## config.mk

```make
export PLATFORM = sky130hd
export DESIGN_NAME = bank_switch_mapper_with_cycle_irq_unit
export DESIGN_NICKNAME = d
export VERILOG_FILES = /design/src/hw/rtl/bsm_pkg.sv /design/src/hw/rtl/bank_switch_mapper_with_cycle_irq_unit.sv
export SDC_FILE = /design/constraint.sdc
export NUM_CORES = 1
export LEC_CHECK = 0
export ABC_CLOCK_PERIOD_IN_PS = 2300
export BUFFER_PORTS_ARGS = -buffer_cell sky130_fd_sc_hd__buf_2
export CORE_MARGIN = 5
export CORE_UTILIZATION = 54
export DETAILED_ROUTE_END_ITERATION = 8
export PLACE_DENSITY_LB_ADDON = 0.1
export SLEW_MARGIN = 20
export SYNTH_ARGS = -nofsm -noshare
export SYNTH_HDL_FRONTEND = slang
export SYNTH_SLANG_ARGS = --single-unit
```

## constraint.sdc

```tcl
create_clock -name clock -period 2.3 [get_ports clock]
set_input_delay 0.575 -clock clock [delete_from_list [all_inputs] [get_ports clock]]
set_output_delay 0.575 -clock clock [all_outputs]
set_load 0.01 [all_outputs]
```

## src/hw/rtl/bsm_pkg.sv

```systemverilog
// Package with operation codes, register indexes and constants of the bank switch mapper.
`timescale 1ns / 1ps

package bsm_pkg;

   typedef enum logic [1:0] {
      OP_WRITE = 2'd0,
      OP_TICK  = 2'd1,
      OP_PROG  = 2'd2,
      OP_CHAR  = 2'd3
   } op_type;

   localparam int CHAR_BANKS    = 8;
   localparam int PROG_BANKS    = 4;
   localparam int BANK_W        = 8;
   localparam int COUNT_W       = 16;
   localparam int MAPPED_W      = 21;
   localparam int PROG_OFFSET_W = 13;
   localparam int CHAR_OFFSET_W = 10;

   localparam logic [3:0] REG_MIRROR   = 4'd12;
   localparam logic [3:0] REG_STOP     = 4'd13;
   localparam logic [3:0] REG_COUNT_LO = 4'd14;
   localparam logic [3:0] REG_COUNT_HI = 4'd15;

   localparam logic [COUNT_W-1:0] COUNT_TOP     = 16'hFFFF;
   localparam logic [BANK_W-1:0]  PROG_FIXED_OR = 8'h10;

   localparam logic [1:0] PROG_WIN_FIRST = 2'd0;
   localparam logic [1:0] PROG_WIN_LAST  = 2'd3;

endpackage

```

## src/hw/rtl/bank_switch_mapper_with_cycle_irq_unit.sv

```systemverilog
// Cartridge mapper with bank registers, address translation and a cycle interrupt counter.
`timescale 1ns / 1ps

// Usage
// The req_ channel carries one item per transfer: a register write, a CPU cycle
// tick, a program address translation or a character address translation.
// The rsp_ channel returns exactly one result per item: the mapped ROM offset
// (zero for writes and ticks), the interrupt line and the mirroring bit as they
// stand after the item.
// The result is registered: an item accepted at one edge has its result on rsp_
// after that edge. Throughput is one item per cycle while the receiver takes each
// result; the bank registers and the counter are updated by shallow logic in the
// same cycle that the item is accepted. A single output register holds the result.
// While it is full and the receiver stalls, req_ready is low; it returns high in
// the cycle the result is taken, so a new item can enter alongside that transfer.
// Reset clears all banks, the mirroring bit, the counter, its enable and the
// interrupt line, and empties the output register.
module bank_switch_mapper_with_cycle_irq_unit (
   input  logic                         clock,
   input  logic                         reset,
   input  logic                         req_valid,
   output logic                         req_ready,
   input  logic [1:0]                   req_operation,
   input  logic [15:0]                  req_address,
   input  logic [7:0]                   req_value,
   output logic                         rsp_valid,
   input  logic                         rsp_ready,
   output logic [bsm_pkg::MAPPED_W-1:0] rsp_mapped_address,
   output logic                         rsp_irq_line,
   output logic                         rsp_mirroring_horizontal
);

   logic [bsm_pkg::BANK_W-1:0]  char_banks_ff [bsm_pkg::CHAR_BANKS];
   logic [bsm_pkg::BANK_W-1:0]  char_banks_in [bsm_pkg::CHAR_BANKS];
   logic [bsm_pkg::BANK_W-1:0]  prog_banks_ff [bsm_pkg::PROG_BANKS];
   logic [bsm_pkg::BANK_W-1:0]  prog_banks_in [bsm_pkg::PROG_BANKS];
   logic                        mirror_ff, mirror_in;
   logic                        enable_ff, enable_in;
   logic [bsm_pkg::COUNT_W-1:0] count_ff, count_in;
   logic                        irq_ff, irq_in;

   logic                        rsp_valid_ff, rsp_valid_in;
   logic [bsm_pkg::MAPPED_W-1:0] mapped_ff, mapped_in;
   logic                        accept;
   bsm_pkg::op_type             op;
   logic [3:0]                  sel;
   logic [1:0]                  prog_win;
   logic [2:0]                  char_win;
   logic [bsm_pkg::BANK_W-1:0]  prog_bank;
   logic [bsm_pkg::COUNT_W-1:0] count_inc;

   assign req_ready = !rsp_valid_ff || rsp_ready;
   assign accept    = req_valid && req_ready;
   assign op        = bsm_pkg::op_type'(req_operation);
   assign sel       = req_address[3:0];
   assign prog_win  = req_address[14:13];
   assign char_win  = req_address[12:10];
   assign count_inc = count_ff + 16'd1;

   always_comb begin
      prog_bank = prog_banks_ff[prog_win];
      if (prog_win == bsm_pkg::PROG_WIN_FIRST || prog_win == bsm_pkg::PROG_WIN_LAST) begin
         prog_bank = prog_bank | bsm_pkg::PROG_FIXED_OR;
      end
   end

   always_comb begin
      char_banks_in = char_banks_ff;
      prog_banks_in = prog_banks_ff;
      mirror_in     = mirror_ff;
      enable_in     = enable_ff;
      count_in      = count_ff;
      irq_in        = irq_ff;
      mapped_in     = '0;
      if (accept) begin
         unique case (op)
            bsm_pkg::OP_WRITE: begin
               priority if (!sel[3]) begin
                  // The first four character banks take their low bit from the index.
                  if (sel[2]) begin
                     char_banks_in[sel[2:0]] = req_value;
                  end else begin
                     char_banks_in[sel[2:0]] = {req_value[7:1], sel[0]};
                  end
               end else if (!sel[2]) begin
                  prog_banks_in[sel[1:0]] = req_value;
               end else if (sel == bsm_pkg::REG_MIRROR) begin
                  mirror_in = req_value[0];
               end else if (sel == bsm_pkg::REG_STOP) begin
                  enable_in = 1'b0;
                  count_in  = '0;
                  irq_in    = 1'b0;
               end else if (sel == bsm_pkg::REG_COUNT_LO) begin
                  count_in = {count_ff[15:8], req_value};
               end else begin
                  count_in  = {req_value, count_ff[7:0]};
                  enable_in = 1'b1;
               end
            end
            bsm_pkg::OP_TICK: begin
               // The counter saturates; only an enabled tick that reaches the top raises the line.
               if (count_ff != bsm_pkg::COUNT_TOP) begin
                  count_in = count_inc;
                  if (count_inc == bsm_pkg::COUNT_TOP && enable_ff) begin
                     irq_in = 1'b1;
                  end
               end
            end
            bsm_pkg::OP_PROG: begin
               mapped_in = {prog_bank, req_address[12:0]};
            end
            bsm_pkg::OP_CHAR: begin
               mapped_in = {3'd0, char_banks_ff[char_win], req_address[9:0]};
            end
            default: begin
               mapped_in = '0;
            end
         endcase
      end
   end

   always_comb begin
      rsp_valid_in = rsp_valid_ff;
      if (accept) begin
         rsp_valid_in = 1'b1;
      end else if (rsp_ready) begin
         rsp_valid_in = 1'b0;
      end
   end

   always_ff @(posedge clock) begin
      if (reset) begin
         for (int i = 0; i < bsm_pkg::CHAR_BANKS; i++) begin
            char_banks_ff[i] <= '0;
         end
         for (int i = 0; i < bsm_pkg::PROG_BANKS; i++) begin
            prog_banks_ff[i] <= '0;
         end
         mirror_ff    <= 1'b0;
         enable_ff    <= 1'b0;
         count_ff     <= '0;
         irq_ff       <= 1'b0;
         rsp_valid_ff <= 1'b0;
      end else begin
         char_banks_ff <= char_banks_in;
         prog_banks_ff <= prog_banks_in;
         mirror_ff     <= mirror_in;
         enable_ff     <= enable_in;
         count_ff      <= count_in;
         irq_ff        <= irq_in;
         rsp_valid_ff  <= rsp_valid_in;
      end
   end

   always_ff @(posedge clock) begin
      if (accept) begin
         mapped_ff <= mapped_in;
      end
   end

   assign rsp_valid                = rsp_valid_ff;
   assign rsp_mapped_address       = mapped_ff;
   assign rsp_irq_line             = irq_ff;
   assign rsp_mirroring_horizontal = mirror_ff;

`ifndef NO_ASSERTIONS
   a_stop_clears: assert property (@(posedge clock) disable iff (reset)
      (accept && op == bsm_pkg::OP_WRITE && sel == bsm_pkg::REG_STOP)
      |=> (!irq_ff && count_ff == '0 && !enable_ff))
      else $error("stop write did not clear the counter");

   a_count_saturates: assert property (@(posedge clock) disable iff (reset)
      (accept && op == bsm_pkg::OP_TICK && count_ff == bsm_pkg::COUNT_TOP)
      |=> (count_ff == bsm_pkg::COUNT_TOP))
      else $error("counter moved past its top value");

   a_irq_rise_on_tick: assert property (@(posedge clock) disable iff (reset)
      $rose(irq_ff) |-> $past(accept && op == bsm_pkg::OP_TICK && enable_ff))
      else $error("interrupt raised without an enabled tick");

   a_ready_when_empty: assert property (@(posedge clock) disable iff (reset)
      !rsp_valid_ff |-> req_ready)
      else $error("input stalled while the output register is empty");

   a_reset_quiet: assert property (@(posedge clock)
      reset |=> (!rsp_valid_ff && !irq_ff && !mirror_ff))
      else $error("state not cleared by reset");
`endif

endmodule
```

==> results of run 1 <==
[cell usage after synthesis, types with 6 or more instances]
master	instances	share of area
a21oi_1	41	0.032
and2_1	10	0.0099
buf_2	6	0.0047
clkbuf_1	39	0.023
dfxtp_1	114	0.36
edfxtp_1	21	0.099
inv_1	12	0.0071
mux2i_1	74	0.12
mux4_2	23	0.082
nand2_1	46	0.027
nand3_1	9	0.0071
nand4_1	6	0.0059
nor2_1	95	0.056
nor3_1	13	0.010
o211a_1	8	0.013
o21ai_0	36	0.028
[critical path: cells and delay by family, from the launching register on]
family / cells / cell delay (ns)
flip-flops: 1 / 0.33
AO/OA/AOI/OAI: 3 / 0.58
buffers and inverters: 1 / 0.17
AND/OR/NAND/NOR: 2 / 0.77
adder cells (fa/ha/maj): 1 / 0.19
[area by class of cell]
type	count	area, um^2	area share
Clock buffer	19	475	0.0615
Clock inverter	13	188	0.0243
Inverter	12	45.0	0.00583
Multi-Input combinational cell	446	3190	0.412
Sequential cell	135	2910	0.377
Tap cell	143	179	0.0232
Timing Repair Buffer	103	743	0.0962
[power groups by stage]
stage,Clock (W),Combinational [W],Sequential (W)
6_report,0.00299,0.000411,0.00246
5_1_grt,0.00315,0.000445,0.00247
4_1_cts,0.00304,0.000411,0.00246
3_5_place_dp,0,0.000408,0.00251
3_3_place_gp,0,0.000402,0.00251
2_1_floorplan,0,0.000229,0.00253
[stage by stage]
stage	utilization	worst slack (ns)
6_report	0.674	0.156
3_3_place_gp	0.616	-0.00464
3_5_place_dp	0.616	-0.0194
4_1_cts	0.674	0.166
5_1_grt	0.674	0.0563
2_1_floorplan	-	0.0624
[layer usage]
layer  global-route usage  vias to the layer above  wire length (um)
met2                0.385                      166              7760
met4               0.0794                        0               264
met1                0.300                     2430              6730
li1                     -                     2454                 -
met5                    0                        -                 0
met3               0.0549                       22              1070
[sequential cells by signal, summed over array words and instances, names as in the netlist]
| signal | count |
|---|---|
| enable_ff | 1 |
| rsp_mirroring_horizontal | 1 |
| rsp_irq_line | 1 |
| char_banks_ff | 64 |
| prog_banks_ff | 30 |
| rsp_valid | 1 |
| rsp_mapped_address | 21 |
| count_ff | 16 |
[worst max path at each step]
| stage | startpoint | to | slack, ns | depth (start not counted) |
|---|---|---|---|---|
| after detailed placement | req_operation[1] | char_banks_ff[36]$_SDFFE_PP0P_ | -0.02 | 8 |
| final | count_ff[1]$_SDFFE_PP0P_ | count_ff[13]$_SDFFE_PP0P_ | 0.16 | 7 |
| after global placement | req_operation[1] | char_banks_ff[63]$_SDFFE_PP0P_ | -0.005 | 8 |
| after floorplan | req_address[2] | char_banks_ff[57]$_SDFFE_PP0P_ | 0.06 | 6 |
| after global routing | count_ff[1]$_SDFFE_PP0P_ | count_ff[9]$_SDFFE_PP0P_ | 0.06 | 7 |
| after CTS | count_ff[1]$_SDFFE_PP0P_ | count_ff[13]$_SDFFE_PP0P_ | 0.17 | 7 |
[kinds of logic (layout without fill, tap and decap cells)]
kind of cell	Yosys count	count (layout)	synth area share
muxes	97	97	0.198
AOI/OAI and AO/OA	118	118	0.118
adders and majority gates	2	2	0.00394
DFF	135	135	0.459
buffers and inverters	62	147	0.0391
xor gates and xnor gates	8	8	0.0110
and+or+nand+nor	221	221	0.170
==> run_results.csv, run 1 <==
group,metric,value,unit
hold_path,hold_end,"rsp_mapped_address[8]$_SDFFCE_PN0P_",
routing,num_vias,5072,
timing,final-hold-violation-count,0,
placement,io_buffer_count,53,
grt,grt_pass1_vias,5020,
grt,antenna_found_initial,0,
clocking,clkSinkCount,135,
yosys,syn_inst,643,
worst_setup_path,startpoint_type,"flop",
timing,rsz0062_at_grt,"false",
placement,gp_congestion,0.879,
floorplanning,core-area,11500,um^2
yosys,synth-seq-area-share,0.459,
worst_setup_path,critPathMaxFanout,16,
hold_path,hold_start,"req_address[8]",
final_layout,layout_common_cells,"dfxtp_1, nor2_1, mux2i_1, buf_2, nand2_1",
yosys,synth_warnings,0,
worst_setup_path,ff2ff_setup_slack,0.16,ns
final_layout,nFillCells,889,
worst_setup_path,arrival,2.47,ns
timing,relSlewSlack,0.608,
power,combPwrFrac,0.070,
grt,grt_max_degree,65,
clocking,cts.repair.resized,0,
power,power.leakage,3.13,nW
worst_setup_path,cp_slowest_cell,"or4_1",
final_layout,area_delta_synth_final,21.8,%
routing,wirelength,15800,um
worst_setup_path,r2r_cells,7,
final_layout,design_area,7730,um^2
placement,dp_cells,839,
grt,grt_first_pass_wirelength,26000,um
job,cap_violations,0,
final_layout,fin_nets,747,
floorplanning,rows,39,
floorplanning,die_width,118,um
worst_setup_path,end_kind,"flop",
timing,tightest_slew,0.588,ns
timing,fin_crit_sh,0.932,
final_layout,drive_above_1_share,0.239,
power,p_int,0.00454,W
clocking,cts_hold_buf,0,
power,pwr-share-seq,0.420,
clocking,insertion_delay,0.42,ns
hold_path,hold_depth,2,
grt,grt_overflow_total,0,
timing,skew,0.00643,ns
timing,max_freq,0.466,GHz
clocking,cts_root_buf,"clkbuf_16",
routing,ant_nets,0,
final_layout,final_cells,871,
placement,hpwlAfterDp,10400,um
yosys,synth_seq_cells,135,
floorplanning,pin_count,55,
clocking,cts_setup_buffers,0,
floorplanning,initial_core_util,0.553,
outcome,status,"complete, no violations",
grt,grt_usage,0.232,
hold_path,hp-class,"in -> reg",
timing,min_period,2.14,ns
clocking,cts_buffer_depth,2,
power,swShare,0.225,
routing,drcViolationCount,0,
power,power,0.00586,W
timing,tns,0,ns
timing,setup_viol,0,
placement,place_area,7070,um^2
worst_setup_path,path_cells,"ha_1 -> nand3_2 -> or4_1 -> o211ai_2 -> buf_12 -> a221oi_1 -> a211oi_1",
power,clkPwrFrac,0.510,
power,ir_drop,0.000714,V
routing,wire_per_inst,18.2,um
yosys,ys_async_sr_fraction,0,
yosys,syn_area,6340,um^2
power,power.density,759,nW/um^2
clocking,clk_pin_slew_worst_paths,0.06,ns
worst_setup_path,critical-path-max-stage-delay,0.67,ns
worst_setup_path,worstReg2RegEnd,"count_ff[13]$_SDFFE_PP0P_",
floorplanning,die_area,14000,um^2
clocking,cts-htree-levels,4,
clocking,cts_tree,"yes",
timing,whs,0.439,ns
routing,drt_first_pass_iters,5,
worst_setup_path,crit_type,"reg -> reg",
yosys,syn_nets,675,
timing,slew_viol_final,0,
clocking,cts_buffers,17,
final_layout,antenna_cells,0,
worst_setup_path,required,2.63,ns
routing,drtIter0Drc,447,
worst_setup_path,reg2reg_from,"count_ff[1]$_SDFFE_PP0P_",
final_layout,final_common_cell,"dfxtp_1",
yosys,synthDistinctLibCells,55,
floorplanning,die_y,118,um
routing,vias_per_cell,5.82,
yosys,syn_avg_cell_area,9.87,um^2
yosys,ys.flop_type,"dfxtp_1",
yosys,synth-edff-count,21,
power,p_sw,0.00132,W
(Power assumes the default switching activity.)
==> run 2: changes to the inputs <==
--- a/config.mk
+++ b/config.mk
@@ -5,12 +5,14 @@
 export SDC_FILE = /design/constraint.sdc
 export NUM_CORES = 1
 export LEC_CHECK = 0
-export ABC_CLOCK_PERIOD_IN_PS = 2300
+export ABC_CLOCK_PERIOD_IN_PS = 2100
 export BUFFER_PORTS_ARGS = -buffer_cell sky130_fd_sc_hd__buf_2
 export CORE_MARGIN = 5
-export CORE_UTILIZATION = 54
+export CORE_UTILIZATION = 59
+export CTS_CLUSTER_DIAMETER = 150
 export DETAILED_ROUTE_END_ITERATION = 8
 export PLACE_DENSITY_LB_ADDON = 0.1
+export SETUP_SLACK_MARGIN = 0.5
 export SLEW_MARGIN = 20
 export SYNTH_ARGS = -nofsm -noshare
 export SYNTH_HDL_FRONTEND = slang
==> constraint.sdc (replaced) <==
create_clock -name clock -period 2.1 [get_ports clock]
set_input_delay 0.525 -clock clock [delete_from_list [all_inputs] [get_ports clock]]
set_output_delay 0.525 -clock clock [all_outputs]
set_load 0.01 [all_outputs]
==> run_results.csv, run 2 (synthesis results as in run 1) <==
group,metric,value,unit
worst_setup_path,arrival,2.36,ns
worst_setup_path,crit_type,"reg -> reg",
clocking,insertion_delay,0.53,ns
final_layout,utilization,0.791,
grt,grt_overflow_total,0,
power,power.density,775,nW/um^2
final_layout,fin_nets,771,
timing,slew_viol_final,0,
timing,skew,0.00884,ns
power,clkPwrFrac,0.495,
job,cap_violations,0,
timing,relSlewSlack,0.641,
floorplanning,die_width,114,um
timing,final-hold-violation-count,0,
final_layout,top_register,"char_banks_ff",
clocking,clk_pin_slew_worst_paths,0.06,ns
floorplanning,die_area,12900,um^2
hold_path,hold_depth,2,
final_layout,antenna_cells,0,
grt,antenna_found_initial,0,
final_layout,largest_register_ffs,64,
clocking,cts_root_buf,"clkbuf_8",
worst_setup_path,r2r_cells,7,
timing,fin_crit_sh,0.933,
clocking,cts-htree-levels,4,
routing,drcViolationCount,0,
power,power.leakage,3.30,nW
routing,num_vias,5343,
power,p_sw,0.00148,W
timing,whs,0.281,ns
hold_path,hold_start,"req_address[4]",
clocking,cts_tree,"yes",
floorplanning,rows,37,
hold_path,hp-class,"in -> reg",
timing,max_freq,0.511,GHz
routing,drtIter0Drc,318,
worst_setup_path,startpoint_type,"flop",
timing,tightest_slew,0.539,ns
worst_setup_path,reg2reg_from,"count_ff[1]$_SDFFE_PP0P_",
power,combPwrFrac,0.083,
routing,drt_first_pass_iters,5,
routing,ant_nets,0,
outcome,status,"complete, no violations",
placement,gp_congestion,0.892,
grt,grt_max_degree,66,
worst_setup_path,cp_slowest_cell,"or4_4",
worst_setup_path,path_cells,"ha_4 -> nand3_4 -> or4_4 -> buf_4 -> o211a_4 -> nand4_1 -> a31oi_1",
final_layout,layout_common_cells,"dfxtp_1, nor2_1, mux2i_1, buf_4, buf_2",
power,power,0.00639,W
clocking,cts_buffers,17,
floorplanning,initial_core_util,0.609,
final_layout,drive_above_1_share,0.336,
worst_setup_path,ff2ff_setup_slack,0.14,ns
floorplanning,pin_count,55,
final_layout,area_delta_synth_final,30.0,%
floorplanning,die_y,114,um
power,p_int,0.00491,W
power,pwr-share-seq,0.422,
placement,io_buffer_count,53,
final_layout,final_common_cell,"dfxtp_1",
routing,vias_per_cell,6.02,
placement,hpwlAfterDp,10700,um
grt,grt_first_pass_wirelength,26900,um
grt,grt_pass1_vias,5332,
worst_setup_path,worstReg2RegEnd,"count_ff[0]$_SDFFE_PP0P_",
power,ir_drop,0.000508,V
worst_setup_path,critPathMaxFanout,9,
worst_setup_path,end_kind,"flop",
worst_setup_path,critical-path-max-stage-delay,0.58,ns
clocking,cts_buffer_depth,2,
hold_path,hold_end,"rsp_mapped_address[4]$_SDFFCE_PN0P_",
timing,min_period,1.96,ns
routing,wirelength,17300,um
grt,grt_usage,0.265,
timing,rsz0062_at_grt,"true",
clocking,clkSinkCount,135,
timing,setup_viol,0,
floorplanning,core-area,10400,um^2
routing,wire_per_inst,19.5,um
worst_setup_path,required,2.50,ns
power,swShare,0.231,
[run 2: worst max path at each step]
stage / slack (ns) / cells past startpoint / startpoint / to
after floorplan: -0.05 / 6 / req_operation[1] / char_banks_ff[57]$_SDFFE_PP0P_
after global placement: -0.1 / 5 / req_address[10] / rsp_mapped_address[13]$_SDFFCE_PN0P_
after detailed placement: -0.13 / 5 / req_address[10] / rsp_mapped_address[13]$_SDFFCE_PN0P_
after CTS: 0.18 / 7 / count_ff[1]$_SDFFE_PP0P_ / count_ff[9]$_SDFFE_PP0P_
after global routing: 0.08 / 7 / count_ff[1]$_SDFFE_PP0P_ / count_ff[7]$_SDFFE_PP0P_
final: 0.14 / 7 / count_ff[1]$_SDFFE_PP0P_ / count_ff[0]$_SDFFE_PP0P_
[run 2: worst max-delay path: cells and delay by family, from the launching register on]
kind	cells	cell delay, ns
buffers and inverters	1	0.17
AOI/OAI and AO/OA	2	0.37
and+or+nand+nor	3	0.77
adders and majority gates	1	0.14
DFF	1	0.36
[run 2: area by class of cell]
type | count | area, um^2
Clock buffer | 17 | 414
Inverter | 12 | 47.5
Clock inverter | 15 | 206
Tap cell | 136 | 170
Timing Repair Buffer | 127 | 996
Multi-Input combinational cell | 446 | 3480
Sequential cell | 135 | 2930
Fill cell | 680 | 2170
[run 2: metal layers]
metal  wire (um)  up-vias  track usage
met5           0        -            0
met4         548        0        0.119
met3        1120       42       0.0483
met2        8360      206        0.438
met1        7260     2581        0.339
li1            -     2514            -
[run 2: per-stage QoR]
stage                     instance area [um^2]  setup WS [ns]  setup TNS, ns  std cells
after global routing                      8240         0.0797              0        888
after detailed placement                  7180         -0.132          -1.30        836
final                                     8240          0.141              0        888
after global placement                    7180        -0.0989         -0.833        836
after floorplan                           6600        -0.0470         -0.602        643
after CTS                                 7960          0.182              0        877
[run 2: timing repair]
item,4_1_cts,5_1_grt
hold buffers,0,0
gates resized for setup,21,45
endpoints found under the setup margin,116,114
setup buffers,9,9
pin swaps,12,23
gates cloned,0,2
[run 2: power by group through the flow]
stage	registers [W]	logic (W)	clock network, W
finish	0.00270	0.000530	0.00316
floorplan	0.00276	0.000289	0
CTS	0.00270	0.000496	0.00317
global route	0.00270	0.000564	0.00331
global placement	0.00275	0.000459	0
detailed placement	0.00275	0.000467	0
==> run 3: changes to the inputs <==
--- a/config.mk
+++ b/config.mk
@@ -8,7 +8,7 @@
 export ABC_CLOCK_PERIOD_IN_PS = 2100
 export BUFFER_PORTS_ARGS = -buffer_cell sky130_fd_sc_hd__buf_2
 export CORE_MARGIN = 5
-export CORE_UTILIZATION = 59
+export CORE_UTILIZATION = 35
 export CTS_CLUSTER_DIAMETER = 150
 export DETAILED_ROUTE_END_ITERATION = 8
 export PLACE_DENSITY_LB_ADDON = 0.1
==> run_results.csv, run 3 (synthesis results as in run 1) <==
group,metric,value,unit
outcome,status,"complete, no violations",
routing,num_vias,5188,
final_layout,layout_common_cells,"dfxtp_1, nor2_1, mux2i_1, buf_4, buf_2",
placement,dp_cells,936,
floorplanning,die_area,20900,um^2
final_layout,fin_nets,782,
worst_setup_path,reg2reg_from,"count_ff[1]$_SDFFE_PP0P_",
worst_setup_path,path_cells,"ha_4 -> nand3_4 -> or4_4 -> buf_6 -> o211ai_4 -> buf_4 -> o21ai_1 -> a21oi_1",
floorplanning,die_y,145,um
final_layout,area_delta_synth_final,34.6,%
routing,vias_per_cell,5.23,
clocking,cts-htree-levels,4,
clocking,cts_root_buf,"clkbuf_16",
worst_setup_path,ff2ff_setup_slack,0.12,ns
clocking,cts_tree,"yes",
final_layout,antenna_cells,0,
grt,antenna_found_initial,0,
worst_setup_path,end_kind,"flop",
worst_setup_path,arrival,2.32,ns
worst_setup_path,required,2.44,ns
final_layout,largest_register_ffs,64,
worst_setup_path,cp.buffers_inverters,2,
timing,setup_viol,0,
floorplanning,pin_count,55,
worst_setup_path,startpoint_type,"flop",
worst_setup_path,crit_family,"simple AND/OR/NAND/NOR gates",
routing,wire_per_inst,18.4,um
final_layout,nFillCells,1689,
timing,max_freq,0.505,GHz
timing,tightest_slew,0.493,ns
timing,tns,0,ns
routing,drt_first_pass_iters,4,
worst_setup_path,startpoint,"count_ff[1]$_SDFFE_PP0P_",
clocking,cts_buffer_depth,2,
floorplanning,core-area,17900,um^2
worst_setup_path,cp_slowest_cell,"or4_4",
grt,grt_pass1_vias,5013,
grt,grt_overflow_total,0,
job,cap_violations,0,
grt,grt_max_degree,62,
routing,drcViolationCount,0,
final_layout,final_common_cell,"dfxtp_1",
final_layout,final_cells,992,
placement,gp_congestion,0.823,
clocking,cts_buffers,17,
timing,skew,0.00837,ns
floorplanning,die_width,145,um
final_layout,multi_input_area,3570,um^2
final_layout,ff_latch_area,2930,um^2
final_layout,drive_above_1_share,0.368,
routing,ant_nets,0,
placement,hpwlAfterDp,11900,um
power,power.density,702,nW/um^2
placement,io_buffer_count,53,
power,ir_drop,0.000609,V
routing,drtIter0Drc,241,
timing,fin_crit_sh,0.943,
timing,whs,0.393,ns
worst_setup_path,critical-path-max-stage-delay,0.58,ns
timing,relSlewSlack,0.672,
grt,grt_first_pass_wirelength,28100,um
clocking,clkSinkCount,135,
clocking,insertion_delay,0.41,ns
floorplanning,rows,49,
hold_path,hp-class,"in -> reg",
final_layout,utilization,0.477,
worst_setup_path,crit_type,"reg -> reg",
timing,rsz0062_at_grt,"true",
timing,slew_viol_final,0,
hold_path,hold_start,"req_address[5]",
floorplanning,initial_core_util,0.354,
worst_setup_path,critPathMaxFanout,8,
final_layout,top_register,"char_banks_ff",
clocking,clk_pin_slew_worst_paths,0.06,ns
timing,final-hold-violation-count,0,
routing,wirelength,18300,um
timing,min_period,1.98,ns
power,power.leakage,3.38,nW
grt,grt_usage,0.177,
## run 3: layout make-up
class                           count  area share
Inverter                           12     0.00557
Multi-Input combinational cell    446       0.418
Sequential cell                   135       0.343
Timing Repair Buffer              138       0.136
Clock inverter                     14      0.0129
Clock buffer                       18      0.0503
Tap cell                          229      0.0336
## run 3: through the flow
stage               setup WS (ns)  power (W)  instance area, um^2
floorplan                 -0.0470    0.00305                 6600
global placement          -0.0749    0.00324                 7370
detailed placement        -0.0716    0.00325                 7370
CTS                         0.141    0.00602                 8100
global route               0.0492    0.00623                 8540
finish                      0.119    0.00600                 8540
## run 3: path summary, 6_finish.rpt
kind / cells past startpoint / to
worst max-delay path: 8 / count_ff[2]$_SDFFE_PP0P_
worst min-delay path: 2 / rsp_mapped_address[5]$_SDFFCE_PN0P_
worst min register to register: 1 / char_banks_ff[40]$_SDFFE_PP0P_
worst max register to register: 8 / count_ff[2]$_SDFFE_PP0P_
## run 3: where the power goes
group | internal, W | total, W | switching [W]
sequential | 0.00267 | 0.00270 | 0.0000226
combinational | 0.000219 | 0.000559 | 0.000340
clock | 0.00161 | 0.00274 | 0.00113
total | 0.00450 | 0.00600 | 0.00149
## run 3: layer usage
metal  track usage  wire (um)  vias to the layer above
met5             0          0                        -
met4        0.0619        390                        0
met3        0.0357        731                       29
met2         0.286       8820                      107
met1         0.235       8340                     2516
li1              -          -                     2536
## run 3: repair_timing
item                                   4_1_cts  5_1_grt
endpoints found under the hold margin        0        0
setup endpoints to repair                  112      112
gates resized for setup                     27       83
setup buffers                               10       12
pin swaps                                   12       33
hold buffers                                 0        0
gates cloned                                 0        2
